--- src/rtl/lpc_pkg.sv ---
// lpc_pkg: shared types and constants of the lane polygon classifier
package lpc_pkg;

   localparam int COORD_W    = 16;
   localparam int COUNT_W    = 4;
   localparam int LANE_NUM_W = 4;
   localparam int LANES_W    = 4;
   localparam int LANE_ID_W  = 5;   // covers up to 32 lane cells
   localparam int CSR_ADDR_W = 3;
   localparam int CSR_DATA_W = 32;

   localparam logic KIND_LOAD     = 1'b0;
   localparam logic KIND_CLASSIFY = 1'b1;

   // register index, taken from paddr[2]
   localparam logic REG_LANES_IN_USE = 1'b0;

   typedef enum logic [1:0] {
      ST_IDLE,
      ST_WALK,
      ST_DRAIN,
      ST_SCAN
   } state_type;

   // sign of one edge cross product, tagged with its lane
   typedef struct packed {
      logic                 valid;
      logic                 neg;
      logic                 pos;
      logic [LANE_ID_W-1:0] lane;
   } sign_type;

   // search token travelling down the lane cells
   typedef struct packed {
      logic                  tok;
      logic                  found;
      logic [LANE_NUM_W-1:0] num;
   } scan_type;

endpackage

--- src/rtl/lpc_lane_cell.sv ---
// lpc_lane_cell: one lane's vertex count, edge sign flags and search stage
module lpc_lane_cell #(
   parameter int LANE_ID = 0
) (
   input  logic                              clock,
   input  logic                              reset,
   input  logic                              count_we,
   input  logic [lpc_pkg::COUNT_W-1:0]       count_wdata,
   input  logic                              flags_clear,
   input  lpc_pkg::sign_type                 sign_in,
   input  logic [lpc_pkg::LANES_W-1:0]       limit,
   input  lpc_pkg::scan_type                 scan_in,
   output lpc_pkg::scan_type                 scan_out,
   output logic [lpc_pkg::COUNT_W-1:0]       count
);

   logic [lpc_pkg::COUNT_W-1:0]    count_ff;
   logic                           nonneg_ff, nonpos_ff;
   logic                           tok_ff, found_ff, found_in;
   logic [lpc_pkg::LANE_NUM_W-1:0] num_ff, num_in;
   logic                           mine, hit;

   assign mine = sign_in.valid && (sign_in.lane == lpc_pkg::LANE_ID_W'(LANE_ID));
   assign hit  = scan_in.tok && !scan_in.found && (32'(limit) > LANE_ID)
                 && (nonneg_ff || nonpos_ff);

   always_comb begin
      if (hit) begin
         found_in = 1'b1;
         num_in   = lpc_pkg::LANE_NUM_W'(LANE_ID + 1);
      end else begin
         found_in = scan_in.found;
         num_in   = scan_in.num;
      end
   end

   always_ff @(posedge clock) begin
      if (reset) begin
         count_ff <= '0;
         tok_ff   <= 1'b0;
      end else begin
         tok_ff <= scan_in.tok;
         if (count_we) begin
            count_ff <= count_wdata;
         end
      end
   end

   // flags start true per request and fall with each opposing edge sign
   always_ff @(posedge clock) begin
      found_ff <= found_in;
      num_ff   <= num_in;
      if (flags_clear) begin
         nonneg_ff <= 1'b1;
         nonpos_ff <= 1'b1;
      end else if (mine) begin
         nonneg_ff <= nonneg_ff && !sign_in.neg;
         nonpos_ff <= nonpos_ff && !sign_in.pos;
      end
   end

   assign scan_out.tok   = tok_ff;
   assign scan_out.found = found_ff;
   assign scan_out.num   = num_ff;
   assign count          = count_ff;

endmodule

--- config.mk ---
export PLATFORM = sky130hd
export DESIGN_NAME = lpc_lane_cell
export DESIGN_NICKNAME = d
export VERILOG_FILES = /design/src/rtl/lpc_pkg.sv /design/src/rtl/lpc_lane_cell.sv
export SDC_FILE = /design/constraint.sdc
export NUM_CORES = 1
export LEC_CHECK = 0
export BUFFER_PORTS_ARGS = -buffer_cell sky130_fd_sc_hd__buf_2
export CORE_AREA = 2 2 39 41
export CTS_BUF_LIST = sky130_fd_sc_hd__clkbuf_2 sky130_fd_sc_hd__clkbuf_4 sky130_fd_sc_hd__clkbuf_8
export CTS_CLUSTER_SIZE = 10
export DETAILED_ROUTE_END_ITERATION = 6
export DIE_AREA = 0 0 41 43
export GPL_TIMING_DRIVEN = 0
export PLACE_DENSITY_LB_ADDON = 0.08
export SLEW_MARGIN = 10
export SYNTH_ARGS = -nofsm -noshare
export SYNTH_HDL_FRONTEND = slang
export SYNTH_SLANG_ARGS = --single-unit
--- constraint.sdc ---
create_clock -name clock -period 3.1 [get_ports clock]
set_clock_uncertainty 0.15 [all_clocks]
set_input_delay 0.62 -clock clock [delete_from_list [all_inputs] [get_ports clock]]
set_output_delay 0.62 -clock clock [all_outputs]
set_load 0.05 [all_outputs]
==> key figures <==
Timing
  – # setup viols final: 0
  – WHS: approximately 340 ps
  – Fin crit period: between 1500 and 2000 ps
  – Fin. Hold Viols: 0
  – RSZ-0062 raised after global routing: false
  – Setup tns final: 0 ps
  – Max Clk Rate: between 500 and 600 MHz
  – Fin crit share: a little over half
  – Slew @ Worst Pin: about 400 ps
  – Slew Viols, Final: 0
  – Max-slew headroom: between 70% and 80%

Placement
  – Final GP Congestion: about 0.66
  – Post-DP HPWL: ~710 um
  – Port bufs: 34
  – Placed Instance Area: 625.6 um2

Floorplan
  – CORE AREA: 0.001384 mm2
  – Die Height: ~43 um
  – I/O pins: 36
  – Die area: approximately 0.0018 mm2
  – Die Wd: 41 um
  – Initial Utilization: 31.46%
  – Site Rows: 14

Yosys
  – Synth Warn #: 0
  – Post-Synthesis Cells: between 40 and 50
  – Synthesized Nets: 68
  – Yosys reg bits: 12
  – Synth Cell Area: about 440 um2
  – Synth cell types: 13
  – Syn Area/Cell: between 10 and 15 um2
  – Sequential area share after synthesis: a little under three fifths

Clocking
  – Clock root buffer: clkbuf_4
  – Worst skew pair latency: about 260 ps
  – CTS hold repair buffers: 0
  – Clock-pin slew on the worst setup and hold paths: approximately 80 ps
  – Post-CTS Setup Repair Bufs: 0
  – TritonCTS Sinks: 12
  – CTS tree: built
  – Resized Gates After CTS: 0
  – Htree depth: 1
  – Num CTS Buffers: 3
  – Buffer depth of the longest clock path: 2

Outcome
  – Run status: complete, no violations

GRT
  – Vias in the first global route: roughly 330
  – Initial antenna violation count: 0
  – Grt ovf: 0
  – Pin count of the biggest net entering global routing: 8
  – First-pass GRT wire length: 1193 um
  – Tot GR Track Use: about a tenth

Finish
  – Fin area: 661.9 um2
  – Nets@finish: between 100 and 150
  – Most frequent cells in the layout: buf_2, dfxtp_1, nor2_1
  – Fraction of layout cells with a size suffix above 1: roughly half
  – Most common cell after layout, fill and taps aside: buf_2
  – Final core utilization: 47.83%
  – Area growth from synthesis to layout: 52.01%
  – Antenna diodes: 0

Pwr
  – P_leak: around 0.34 nW
  – Worst IR Drop VDD: 0.2398 mV
  – Power density over cell area: between 500 and 600 mW/mm2

Setup path
  – Critical path type: reg -> out
  – CP Buf/Inv Count: 2
  – Critical path's slowest cell: dfxtp_1
  – Max stage delay on crit path: roughly 310 ps
  – Worst Path Max Fanout: 1
  – Critical-path cell list: buf_4 -> buf_2
  – Critical Path RT: between 2000 and 2500 ps
  – Crit path max-delay family: buffers and inverters
  – Reg2Reg Depth: 2
  – Critical path launch point type: flop
  – Stages on the worst setup path: 2
  – Crit path DAT: ~900 ps
  – Crit. End Element: output pin

Flow run
  – Max cap viols: 0

Routing
  – Pre-antenna DRT Iters: 3
  – Detail Route Antenna Nets: 0
  – Vias per inst: 4.365
  – DR DRC count: 0
  – WL/cell: about 9 um
  – DRT iter0 DRCs: 2
  – Drt total wl: between 800 and 900 um
  – Vias: roughly 420

Min path
  – Min-delay worst type: reg -> reg
  – Hold path cells: 2
-- worst register-to-register path, delay by kind of cell, from the launching register on --
family | cells | cell delay [ps]
and+or+nand+nor | 1 | 310
AOI/OAI and AO/OA | 1 | 240
DFF | 1 | 310
-- state kept, by name, indices dropped and copies added (netlist names) --
signal and flops:
tok_ff 1, count 4, num_ff 4, nonneg_ff 1, nonpos_ff 1, found_ff 1
-- through the flow --
step	cells	setup WS [ps]	power, mW
after CTS	96	1414	0.3568
after detailed placement	92	1323	0.2375
final	96	1425	0.3522
after global routing	96	1369	0.3713
after floorplan	42	1456	0.2120
after global placement	92	1312	0.2373
-- final timing paths --
kind                                start  slack (ps)     endpoint
worst min-delay path            nonneg_ff         340    nonneg_ff
worst max-delay path               tok_ff        1430  scan_out[5]
worst max register to register  nonpos_ff        1990     found_ff
worst min register to register  nonneg_ff         340    nonneg_ff
-- layer usage --
metal | GRT usage [%] | vias to the layer above | wire length [um]
met5 | 0 | - | 0
met4 | 7.333 | 0 | 8
li1 | - | 221 | -
met2 | 15.31 | 23 | 375
met3 | 3.141 | 2 | 114
met1 | 11.18 | 173 | 358
-- cells in the mapped netlist --
| library cell | instances | area share [%] |
|---|---|---|
| a21oi_1 | 2 | 2.3 |
| a31o_1 | 2 | 4.0 |
| a31oi_1 | 3 | 4.3 |
| buf_4 | 2 | 3.4 |
| clkbuf_1 | 1 | 0.86 |
| dfxtp_1 | 12 | 55 |
| inv_1 | 3 | 2.6 |
| mux2i_1 | 4 | 9.2 |
| nor2_1 | 6 | 5.2 |
| nor2b_1 | 2 | 2.9 |
| nor4b_1 | 3 | 6.0 |
| or2_0 | 1 | 1.4 |
| or4_4 | 1 | 2.6 |
-- where the power goes --
| group | switching (mW) | leakage [nW] | internal [mW] |
|---|---|---|---|
| sequential | 0.00251 | 0.0996 | 0.162 |
| clock | 0.0476 | 0.0210 | 0.0712 |
| combinational | 0.0432 | 0.220 | 0.0252 |
-- kinds of logic (layout without fill, tap and decap cells) --
family                 Yosys count  after routing  share of synthesized area, %
buffers and inverters            6             44                         6.895
flip-flops                      12             12                         55.17
AO/OA/AOI/OAI                    7              7                         10.63
multiplexers                     4              4                         9.196
AND/OR/NAND/NOR                 13             13                         18.10
-- layout make-up --
class | count | area [um2]
multi-input cells | 24 | 165.2
plain buffers | 3 | 18.77
fillers | 144 | 721.9
inverters | 3 | 11.26
repair buffers | 34 | 170.2
flip-flops and latches | 12 | 240.2
clock buffers | 4 | 36.28
well taps | 16 | 20.02
Power figures use the tool's default switching activity.
