===== src/rtl/lpc_pkg.sv =====
// lpc_pkg: shared types and constants of the lane polygon classifier
package lpc_pkg;

   localparam int COORD_W    = 16;
   localparam int COUNT_W    = 4;
   localparam int LANE_NUM_W = 4;
   localparam int LANES_W    = 4;
   localparam int LANE_ID_W  = 5;   // covers up to 32 lane cells
   localparam int CSR_ADDR_W = 3;
   localparam int CSR_DATA_W = 32;

   localparam logic KIND_LOAD     = 1'b0;
   localparam logic KIND_CLASSIFY = 1'b1;

   // register index, taken from paddr[2]
   localparam logic REG_LANES_IN_USE = 1'b0;

   typedef enum logic [1:0] {
      ST_IDLE,
      ST_WALK,
      ST_DRAIN,
      ST_SCAN
   } state_type;

   // sign of one edge cross product, tagged with its lane
   typedef struct packed {
      logic                 valid;
      logic                 neg;
      logic                 pos;
      logic [LANE_ID_W-1:0] lane;
   } sign_type;

   // search token travelling down the lane cells
   typedef struct packed {
      logic                  tok;
      logic                  found;
      logic [LANE_NUM_W-1:0] num;
   } scan_type;

endpackage


===== src/rtl/lpc_xprod.sv =====
// lpc_xprod: three-stage pipeline forming the sign of one edge cross product
module lpc_xprod (
   input  logic                                clock,
   input  logic                                reset,
   input  logic                                in_valid,
   input  logic [lpc_pkg::LANE_ID_W-1:0]       in_lane,
   input  logic signed [lpc_pkg::COORD_W-1:0]  x0,
   input  logic signed [lpc_pkg::COORD_W-1:0]  y0,
   input  logic signed [lpc_pkg::COORD_W-1:0]  x1,
   input  logic signed [lpc_pkg::COORD_W-1:0]  y1,
   input  logic signed [lpc_pkg::COORD_W-1:0]  px,
   input  logic signed [lpc_pkg::COORD_W-1:0]  py,
   output lpc_pkg::sign_type                   sign_out,
   output logic                                active
);

   localparam int DW = lpc_pkg::COORD_W + 1;
   localparam int PW = 2 * DW;

   logic                          v1_ff, v2_ff;
   logic [lpc_pkg::LANE_ID_W-1:0] lane1_ff, lane2_ff;
   logic signed [DW-1:0]          ex_ff, ey_ff, qx_ff, qy_ff;
   logic signed [DW-1:0]          ex_in, ey_in, qx_in, qy_in;
   logic signed [PW-1:0]          p1_ff, p2_ff, p1_in, p2_in;
   logic signed [PW:0]            cross_val;
   lpc_pkg::sign_type             sign_ff, sign_in;

   assign ex_in = DW'(x1) - DW'(x0);
   assign ey_in = DW'(y1) - DW'(y0);
   assign qx_in = DW'(px) - DW'(x0);
   assign qy_in = DW'(py) - DW'(y0);

   assign p1_in = PW'(ex_ff * qy_ff);
   assign p2_in = PW'(ey_ff * qx_ff);

   assign cross_val = (PW + 1)'(p1_ff) - (PW + 1)'(p2_ff);

   always_comb begin
      sign_in.valid = v2_ff;
      sign_in.lane  = lane2_ff;
      sign_in.neg   = cross_val[PW];
      sign_in.pos   = !cross_val[PW] && (cross_val != '0);
   end

   always_ff @(posedge clock) begin
      if (reset) begin
         v1_ff         <= 1'b0;
         v2_ff         <= 1'b0;
         sign_ff.valid <= 1'b0;
      end else begin
         v1_ff         <= in_valid;
         v2_ff         <= v1_ff;
         sign_ff.valid <= sign_in.valid;
      end
      lane1_ff     <= in_lane;
      lane2_ff     <= lane1_ff;
      ex_ff        <= ex_in;
      ey_ff        <= ey_in;
      qx_ff        <= qx_in;
      qy_ff        <= qy_in;
      p1_ff        <= p1_in;
      p2_ff        <= p2_in;
      sign_ff.neg  <= sign_in.neg;
      sign_ff.pos  <= sign_in.pos;
      sign_ff.lane <= sign_in.lane;
   end

   assign sign_out = sign_ff;
   assign active   = v1_ff || v2_ff || sign_ff.valid;

endmodule


===== config.mk =====
export PLATFORM = sky130hd
export DESIGN_NAME = lpc_xprod
export DESIGN_NICKNAME = d
export VERILOG_FILES = /design/src/rtl/lpc_pkg.sv /design/src/rtl/lpc_xprod.sv
export SDC_FILE = /design/constraint.sdc
export NUM_CORES = 2
export LEC_CHECK = 0
export ABC_AREA = 1
export BUFFER_PORTS_ARGS = -buffer_cell sky130_fd_sc_hd__buf_2
export CAP_MARGIN = 5
export CORE_AREA = 2 2 183 275
export CTS_BUF_LIST = sky130_fd_sc_hd__clkbuf_8 sky130_fd_sc_hd__clkbuf_16
export CTS_CLUSTER_SIZE = 40
export DETAILED_ROUTE_END_ITERATION = 10
export DIE_AREA = 0 0 185 277
export PLACE_DENSITY = 0.82
export REMOVE_ABC_BUFFERS = 1
export SLEW_MARGIN = 20
export SYNTH_ARGS = -nofsm -noshare
export SYNTH_HDL_FRONTEND = slang
export SYNTH_SLANG_ARGS = --single-unit

===== constraint.sdc =====
create_clock -name clock -period 14.45 [get_ports clock]
set_input_delay 1.445 -clock clock [delete_from_list [all_inputs] [get_ports clock]]
set_output_delay 1.445 -clock clock [all_outputs]
set_load 0.05 [all_outputs]

==> flow_metrics.py <==
metrics = {
    "outcome": {
        "status": "complete, no violations",
    },
    "clock_tree": {
        "cts_resized": 0,
        "max-clock-path-buffers": 2,
        "clockRootBuffer": "clkbuf_16",
        "htreeDepth": 4,
        "worst_skew_pair.late_latency_ns": 0.47,
        "cts_tree": "yes",
        "hold_buffers": 0,
        "cts_buffers": 17,
        "cts.sinks": 156,
        "clk_pin_slew_ns": 0.08,
        "post-cts-setup-buffer-count": 0,
    },
    "timing": {
        "setup_viol": 0,
        "rsz0062_at_grt": "false",
        "finalHoldViolations": 0,
        "fmax_mhz": 151,
        "slew_headroom": 0.361,
        "slew_violations": 0,
        "final.setup_skew_ns": 0.0221,
        "period_minus_slack_ns": 6.62,
        "setup_tns_ns": 0,
        "max_slew.worst_pin.slew_ns": 0.958,
        "finalCritPeriodShare": 0.458,
    },
    "detailed_routing": {
        "wl_um": 81200,
        "drc_errors": 0,
        "wl_per_cell_um": 17.1,
        "drt_iter0_drc": 1799,
        "drt_first_pass_iters": 5,
        "ant_nets": 0,
        "detail_route.vias_per_cell": 5.33,
        "via_count": 25300,
    },
    "synth": {
        "yosys-top-cells-count": "1191 x inv_1, 1023 x nand2_1, 597 x fa_1",
        "synth_edf_count": 0,
        "ys_top_cells_by_area": "fa_1 38%, inv_1 14%, nand2_1 12%, ha_1 11%, dfxtp_1 10%",
        "synth_largest_area_cell": "fa_1",
        "synth.distinct_cells": 43,
        "yosys.area.top_type_share": 0.381,
        "syn_area_sq_um": 31400,
        "yosysMostFrequentCell": "inv_1",
        "avgSynthCellArea_sq_um": 7.71,
        "synth-seq-cells": 156,
        "synth_flop_cell": "dfxtp_1",
        "synth_seq_area_share": 0.0996,
        "yosysWarnings": 0,
        "synthArstFlopShare": 0,
        "syn_inst": 4066,
    },
    "global_routing": {
        "grt_usage": 0.341,
        "grt_pass1_wl_um": 134000,
        "overflow": 0,
        "antenna_found_initial": 0,
        "grt_pass1_vias": 27200,
        "grt_max_degree": 19,
    },
    "critical_path": {
        "r2r_start": "qy_ff[2]$_DFF_P_",
        "path_buf_inv": 3,
        "worstPathArrival_ns": 7.00,
        "critPathTopFamily": "adder cells",
        "cp-start-kind": "flip-flop",
        "crit_chain": "nand2_1 > inv_1 > fa_1 > fa_1 > fa_1 > fa_1 > fa_1 > inv_1 > fa_1 > inv_1 > ha_1 > nand2_1 > nor4_1 > nand3_1 > nand3_2 > nand3_1 > nand2_2 > nand3_1 > nand2_1 > xor2_1",
        "worstPathMaxFanout": 17,
        "critPathMaxStageDelay_ns": 0.95,
        "critPathSlowestCell": "fa_1",
        "crit_top_cell": "fa_1",
        "end_kind": "flip-flop",
        "worst-setup-path-type": "flip-flop to flip-flop",
        "crit_required_ns": 14.84,
        "startpoint": "qy_ff[2]$_DFF_P_",
    },
    "job": {
        "max_cap_viol_count": 0,
    },
    "floorplan": {
        "start_util": 0.640,
        "placementRows": 100,
        "core_area_sq_um": 49000,
        "fp.dieH_um": 277,
        "ios": 113,
        "die_w_um": 185,
        "die_area_sq_um": 51200,
    },
    "place": {
        "port_buffers": 112,
        "place.gp.congestion": 1.02,
        "dp_hpwl_um": 68800,
    },
    "final_layout": {
        "register_area_sq_um": 3120,
        "drive_above_1_share": 0.0514,
        "insertedDiodeCount": 0,
        "n_fill_cell": 4041,
        "area_delta_synth_final_pct": 4.96,
        "multiInputGateArea_sq_um": 23300,
        "nets": 5045,
    },
    "hold_path": {
        "hp-start": "lane1_ff[4]$_DFF_P_",
        "hold_class": "flip-flop to flip-flop",
    },
}
==> path summary, 6_finish.rpt <==
| kind | slack, ns | depth (start not counted) | to |
|---|---|---|---|
| worst max-delay path | 7.83 | 20 | p1_ff[31]$_DFF_P_ |
| worst min-delay path | 0.33 | 0 | lane2_ff[4]$_DFF_P_ |
| worst max register to register | 7.83 | 20 | p1_ff[31]$_DFF_P_ |
| worst min register to register | 0.33 | 0 | lane2_ff[4]$_DFF_P_ |
==> layer usage <==
metal | part of all wire | GRT usage | vias up
met5 | 0 | 0 | -
met4 | 0.093 | 0.260 | 0
met3 | 0.067 | 0.0554 | 380
met2 | 0.50 | 0.588 | 1064
met1 | 0.34 | 0.372 | 12200
li1 | - | - | 11700
==> per-stage QoR <==
stage / util / instances / hold WS [ns] / instance area [sq um] / setup slack [ns]
3_5_place_dp: 0.660 / 4720 / 0.313 / 32400 / 7.97
6_report: 0.671 / 4752 / 0.331 / 32900 / 7.83
4_1_cts: 0.671 / 4752 / 0.333 / 32900 / 7.93
3_3_place_gp: 0.660 / 4720 / 0.310 / 32400 / 8.16
2_1_floorplan: - / 3932 / 0.310 / 30900 / 8.75
5_1_grt: 0.671 / 4752 / 0.337 / 32900 / 7.47
==> layout by cell type (no fill, tap or decap), types with 67 or more instances in the layout <==
master,n
inv_1,1191
nand2_1,1023
fa_1,597
ha_1,268
dfxtp_1,156
a21oi_1,144
nor2_1,136
buf_2,112
xor2_1,87
nand3_1,67
==> layout make-up <==
class / instances / area share
clock buffer: 17 / 0.0129
clock inverter: 15 / 0.00441
inverter: 1196 / 0.136
multi-input combinational: 2580 / 0.706
sequential: 156 / 0.0949
tap: 663 / 0.0252
timing repair buffer: 125 / 0.0200
==> cells by family after synthesis <==
kind of cell	after synthesis	synth area share
buf+inv	1330	0.159
simple gates	1314	0.167
fa+ha+maj	865	0.488
compound gates	261	0.0468
flops	156	0.0996
xor+xnor	140	0.0391
==> state kept, by name, indices dropped and copies added, names as in the netlist <==
register  flops
qy_ff        17
ey_ff        17
lane1_ff      5
p2_ff        34
p1_ff        34
qx_ff        17
lane2_ff      5
ex_ff        17
v2_ff         1
v1_ff         1
sign_out      8
Power is left out: the tool's default activity adds up to more than one toggle a clock period on the data nets, which glitch-free logic cannot reach.
